$ cat src/sv/gbs_pkg.sv
// Shared types and constants for the greedy box suppression block.
package gbs_pkg;

    localparam int COORD_W   = 16;
    localparam int SIZE_W    = 15;
    localparam int AREA_W    = 30;
    localparam int THR_W     = 9;
    localparam int INDEX_W   = 10;
    localparam int UNION_W   = 31;
    localparam int PROD_W    = 40;
    localparam int SCALE_SH  = 8;

    localparam logic [THR_W-1:0] THR_RESET = 9'd115;

    typedef struct packed {
        logic signed [COORD_W-1:0] box_left;
        logic signed [COORD_W-1:0] box_top;
        logic [SIZE_W-1:0]         box_width;
        logic [SIZE_W-1:0]         box_height;
        logic                      frame_end;
    } t_box;

    typedef struct packed {
        logic               keep;
        logic [INDEX_W-1:0] box_index;
        logic               overflow;
        logic               frame_done;
    } t_result;

    typedef struct packed {
        logic [SIZE_W-1:0]         height;
        logic [SIZE_W-1:0]         width;
        logic signed [COORD_W-1:0] top;
        logic signed [COORD_W-1:0] left;
    } t_kept;

    typedef struct packed {
        logic load;
        logic issue;
        logic commit;
    } t_cmd;

    typedef struct packed {
        logic empty;
        logic issue_last;
        logic pipe_busy;
        logic out_free;
    } t_status;

endpackage

$ cat src/sv/gbs_ctrl.sv
// Sequencing state machine: accept, scan of the kept store, drain and commit.
module gbs_ctrl
    import gbs_pkg::*;
(
    input  logic    i_clk,
    input  logic    i_rst_n,
    input  logic    i_in_valid,
    output logic    o_in_ready,
    input  t_status i_status,
    output t_cmd    o_cmd
);

    typedef enum logic [2:0] {
        ST_IDLE  = 3'b001,
        ST_SCAN  = 3'b010,
        ST_DRAIN = 3'b100
    } t_state;

    t_state r_state;
    t_state n_state;

    always_comb begin
        n_state    = r_state;
        o_cmd      = '0;
        o_in_ready = 1'b0;
        case (r_state)
            ST_IDLE: begin
                o_in_ready = 1'b1;
                if (i_in_valid) begin
                    o_cmd.load = 1'b1;
                    n_state    = ST_SCAN;
                end
            end
            ST_SCAN: begin
                if (!i_status.empty) begin
                    o_cmd.issue = 1'b1;
                end
                if (i_status.empty || i_status.issue_last) begin
                    n_state = ST_DRAIN;
                end
            end
            ST_DRAIN: begin
                if (!i_status.pipe_busy && i_status.out_free) begin
                    o_cmd.commit = 1'b1;
                    n_state      = ST_IDLE;
                end
            end
            default: begin
                n_state = ST_IDLE;
            end
        endcase
    end

    always_ff @(posedge i_clk) begin
        if (!i_rst_n) begin
            r_state <= ST_IDLE;
        end else begin
            r_state <= n_state;
        end
    end

    a_load_starts_scan: assert property (@(posedge i_clk) disable iff (!i_rst_n)
        o_cmd.load |=> r_state == ST_SCAN)
        else $error("load did not start a scan");

    a_commit_waits_pipe: assert property (@(posedge i_clk) disable iff (!i_rst_n)
        o_cmd.commit |-> !i_status.pipe_busy && i_status.out_free)
        else $error("commit while compare pipeline busy or output full");

    a_cmd_exclusive: assert property (@(posedge i_clk) disable iff (!i_rst_n)
        $onehot0({o_cmd.load, o_cmd.issue, o_cmd.commit}))
        else $error("more than one command at once");

endmodule

$ cat config.mk
export PLATFORM = sky130hd
export DESIGN_NAME = gbs_ctrl
export DESIGN_NICKNAME = d
export VERILOG_FILES = /design/src/sv/gbs_pkg.sv /design/src/sv/gbs_ctrl.sv
export SDC_FILE = /design/constraint.sdc
export NUM_CORES = 1
export LEC_CHECK = 0
export BUFFER_PORTS_ARGS = -buffer_cell sky130_fd_sc_hd__buf_4
export CAP_MARGIN = 20
export CORE_AREA = 2 2 39 41
export DETAILED_ROUTE_END_ITERATION = 8
export DIE_AREA = 0 0 41 43
export PLACE_DENSITY = 0.33
export REMOVE_ABC_BUFFERS = 1
export SYNTH_ARGS = -nofsm -noshare
export SYNTH_HDL_FRONTEND = slang
export SYNTH_SLANG_ARGS = --single-unit
$ cat constraint.sdc
create_clock -name i_clk -period 1.3 [get_ports i_clk]
set_input_delay 0.13 -clock i_clk [delete_from_list [all_inputs] [get_ports i_clk]]
set_output_delay 0.13 -clock i_clk [all_outputs]
set_load 0.01 [all_outputs]
* Yosys cells after proc, flatten, opt, wreduce, memory -nomap -nowiden
Cells that the tools add are included.
Widths: inputs -> output; s select.
** Word-level totals
- Register bits :: 3
- Bits in latches :: 0
- Bits in writable memories :: 0
- Bits in read-only memories :: 0
- Input port bits :: 7
- Output and inout port bits :: 4
- Logic and storage cells :: 22
- Memories kept :: 0
** Cells by class
- Add/sub/neg operators :: 0
- Multiply operators :: 0
- Div/mod/pow operators :: 0
- Magnitude comparators :: 0
- Equality and inequality tests :: 6
- Shift-type cells :: 0
- Multiplexer cells :: 11
- Bitwise gates (word level) :: 0
- Reductions and logical operators :: 4
** Operators by type and width (number)
- $mux 3 :: 3
- $pmux 3 s3 :: 1
- $mux 1 :: 7
- $ne 2x2->1 const B :: 3
- $eq 3x1->1 const B :: 1
- $eq 3x2->1 const B :: 1
- $eq 3x3->1 const B :: 1
- $reduce_and 3->1 :: 1
- $logic_and 1x1->1 :: 1
- $logic_not 1->1 :: 1
- $logic_or 1x1->1 :: 1

* Longest topological paths before layout
- Depth in word-level cells :: 4
- Mapped depth :: 3
- Mapped depth without buffers :: 3

* Worst setup path before layout
Ideal clock, no wire load.
- Path kind :: register to output
- Start point :: reg r_state[0]
- End point :: out o_cmd[2] (netlist bit)
- Arrival time :: 1.016 ns
- Required time :: 1.170 ns
- Path slack :: 0.154 ns
- Stages on the path, launching flop included :: 4
- Path buffers :: 0
- Path through :: dfxtp_1 > inv_1 > nor3_1 > and2_1
** RTL lines
- start: declaration :: line gbs_ctrl.sv:19 : t_state r_state;
- start signal: assignment :: line gbs_ctrl.sv:58 : r_state <= n_state;
- end: declaration :: line gbs_ctrl.sv:10 : output t_cmd o_cmd

==> summary.txt <==
Critical-path top delay cell: dfxtp_2
sequential area share after synthesis: 33.6%
hold crit path type: primary input to flop
static leakage: 0.129 nW
Final GP Congestion: 0.607
core area: 0.00138 mm^2
Critical Setup Path Class: flop to primary output
multi-input logic area: 129 um^2
Worst Skew: 0.000905 ns
H-tree depth: 1
status: finished, final reports clean
Tmin final: 1.24 ns
area of the die: 0.00176 mm^2
max cap viols: 0
Highest Clock Rate: 806 MHz
HPWL after detailed placement: 383 um
Synth top area share: 33.6%
Max Transition Viols Final: 0
nets@finish: 44
placed insts: 48
period utilisation layout: 95.4%
clock tree buffer depth: 2
biggest regs: r_state: 3 flops
# rows: 14
register area: 66.3 um^2
crit start category: flop
CTS tree: built
Reg with most FFs: r_state
reg2reg start: r_state[2]
final instance area: 324 um^2
Cell variety after synth: 16
fill count: 150
Commonest cells post-synth: dfxtp_1, a21oi_1, and3b_1, inv_1, nor3_1
ys flop type: dfxtp_1
final hold violations: 0
TritonCTS Buffers: 3
I/O Buffers: 10
Total GRT Usage: 7.01%
worst slew pin tran: 0.232 ns
Synth area leader: dfxtp_1
critical path launch point: r_state[2]
warnings from Yosys: 0
io pins: 11
number of global-route vias before repair: 221
Final Power: 0.336 mW
WL per Instance: 10.0 um
r2r worst-path depth: 3
cells after synthesis: 22
Setup violations, final: 0
Via Count: 214
TritonCTS Sinks: 3
Crit. End Element: primary output
max incr delay on CP: 0.39 ns
DR pass1 iterations: 2
later-pin clock latency in the skew report: 0.23 ns
max FFs per register: 3
cell breakdown of the critical path: inv_1, nor4_2, buf_4
global-route wire length before repair: 772 um
grt ovf: 0
synthesized flop and latch total: 3
clock root buffer: clkbuf_4
final WL: 521 um
final cell utilization of the core: 23.4%
slew margin rel.: 84.4%
average size of a mapped cell: 8.13 um^2
final antenna-violating net count: 0
number of remaining DRC errors: 0
Setup TNS: 0 ns
worst-path fanout max: 8
initial antenna violation count: 0
initial drt markers: 2
Ant. Diodes: 0
end of the critical path: o_cmd[0]
Max VDD drop: 0.220 mV
drt via density: 4.12
Synth-to-Final Area Change: 81.1%
Worst Path Arrival: 1.11 ns
Crit Reg-Reg Endpoint: r_state[0]
chip width: 41 um
pwr/cell area: 1040 mW/mm^2
Post-Layout Cell Count: 52
CTS clk-pin slew, worst paths: 0.04 ns
Synth area leaders: dfxtp_1, and3b_1, a21oi_1
Hold-fix buffers, CTS: 0
Post-Synthesis Cell Area: 179 um^2
Post-synth EDFFs: 0
die extent in y: 43 um
post-CTS setup buffer count: 0
Placed Area: 274 um^2
Synth async-reset ratio: 0%
share of layout cells above drive strength 1: 52.8%
largest net degree at the start of global routing: 10
worst path required time: 1.17 ns
top-count cell post-synth: dfxtp_1
r2r setup slk: 0.27 ns
starting density of the core: 12.9%
-- cell usage in the layout, fill, tap and decap left out --
| master | netlist | layout |
|---|---|---|
| nor3_1 | 2 | 1 |
| and2_1 | 1 | 1 |
| nor3_2 | 0 | 1 |
| a311o_1 | 1 | 1 |
| nor4b_2 | 0 | 1 |
| o21ai_0 | 1 | 1 |
| nor4_2 | 0 | 1 |
| o211ai_1 | 1 | 1 |
| dfxtp_2 | 0 | 2 |
| and3b_1 | 2 | 2 |
| buf_4 | 0 | 10 |
| nand3b_1 | 1 | 1 |
| dfxtp_4 | 0 | 1 |
| nand3_1 | 1 | 1 |
| a21oi_1 | 2 | 2 |
| inv_1 | 2 | 2 |
| nand2b_1 | 1 | 1 |
| clkbuf_4 | 0 | 3 |
| nand2_1 | 1 | 1 |
| nor3b_1 | 1 | 1 |
| clkbuf_1 | 0 | 1 |
-- what timing repair did --
action / 4_1_cts / 5_1_grt
setup endpoints to repair: 2 / 3
pin swaps: 0 / 1
resized for setup: 3 / 4
-- how the worst min path moves through the flow --
stage,from,to,slack [ns],cells past startpoint
2_1_floorplan,i_rst_n,r_state[0],0.20,1
3_3_place_gp,i_rst_n,r_state[0],0.34,2
3_5_place_dp,i_rst_n,r_state[0],0.34,2
4_1_cts,i_rst_n,r_state[0],0.08,2
5_1_grt,i_rst_n,r_state[0],0.11,2
6_report,i_rst_n,r_state[0],0.09,2
-- area by class of cell --
class	count	share of cell area (%)
multi-input combinational	17	39.8
timing repair buffer	10	23.2
clock buffer	4	8.11
sequential	3	20.5
inverter	2	2.32
tap	16	6.18
-- critical path: cells and delay by family (launching register included) --
family        cells  cell delay (ns)
simple gates      1             0.24
flops             1             0.39
buf+inv           2             0.25
-- cells by family (layout without fill, tap and decap cells) --
group                  count (synthesis)  count (layout)  share of synthesized area [%]
AOI/OAI and AO/OA                      5               5                           18.2
DFF                                    3               3                           33.6
and+or+nand+nor                       12              12                           44.1
buffers and inverters                  2              16                           4.20
-- layer usage --
| layer | share of wire, % | vias to the layer above | GRT usage (%) |
|---|---|---|---|
| li1 | - | 111 | - |
| met2 | 53 | 9 | 10.0 |
| met1 | 31 | 94 | 5.75 |
| met4 | 0 | 0 | 6.00 |
| met3 | 16 | 0 | 5.76 |
| met5 | 0 | - | 0 |
-- metrics by stage --
step,hold slack [ns],worst slack (ns)
after global placement,0.345,0.189
after floorplan,0.202,0.154
final,0.0887,0.0593
after global routing,0.105,-0.0177
after detailed placement,0.338,0.146
after CTS,0.0847,0.0256
-- power breakdown --
part	leakage, nW	switching (mW)	internal, mW
clock	0.0150	0.0450	0.115
combinational	0.0888	0.0258	0.0393
sequential	0.0256	0.0118	0.0993
total	0.129	0.0826	0.253
(Power assumes the default switching activity.)
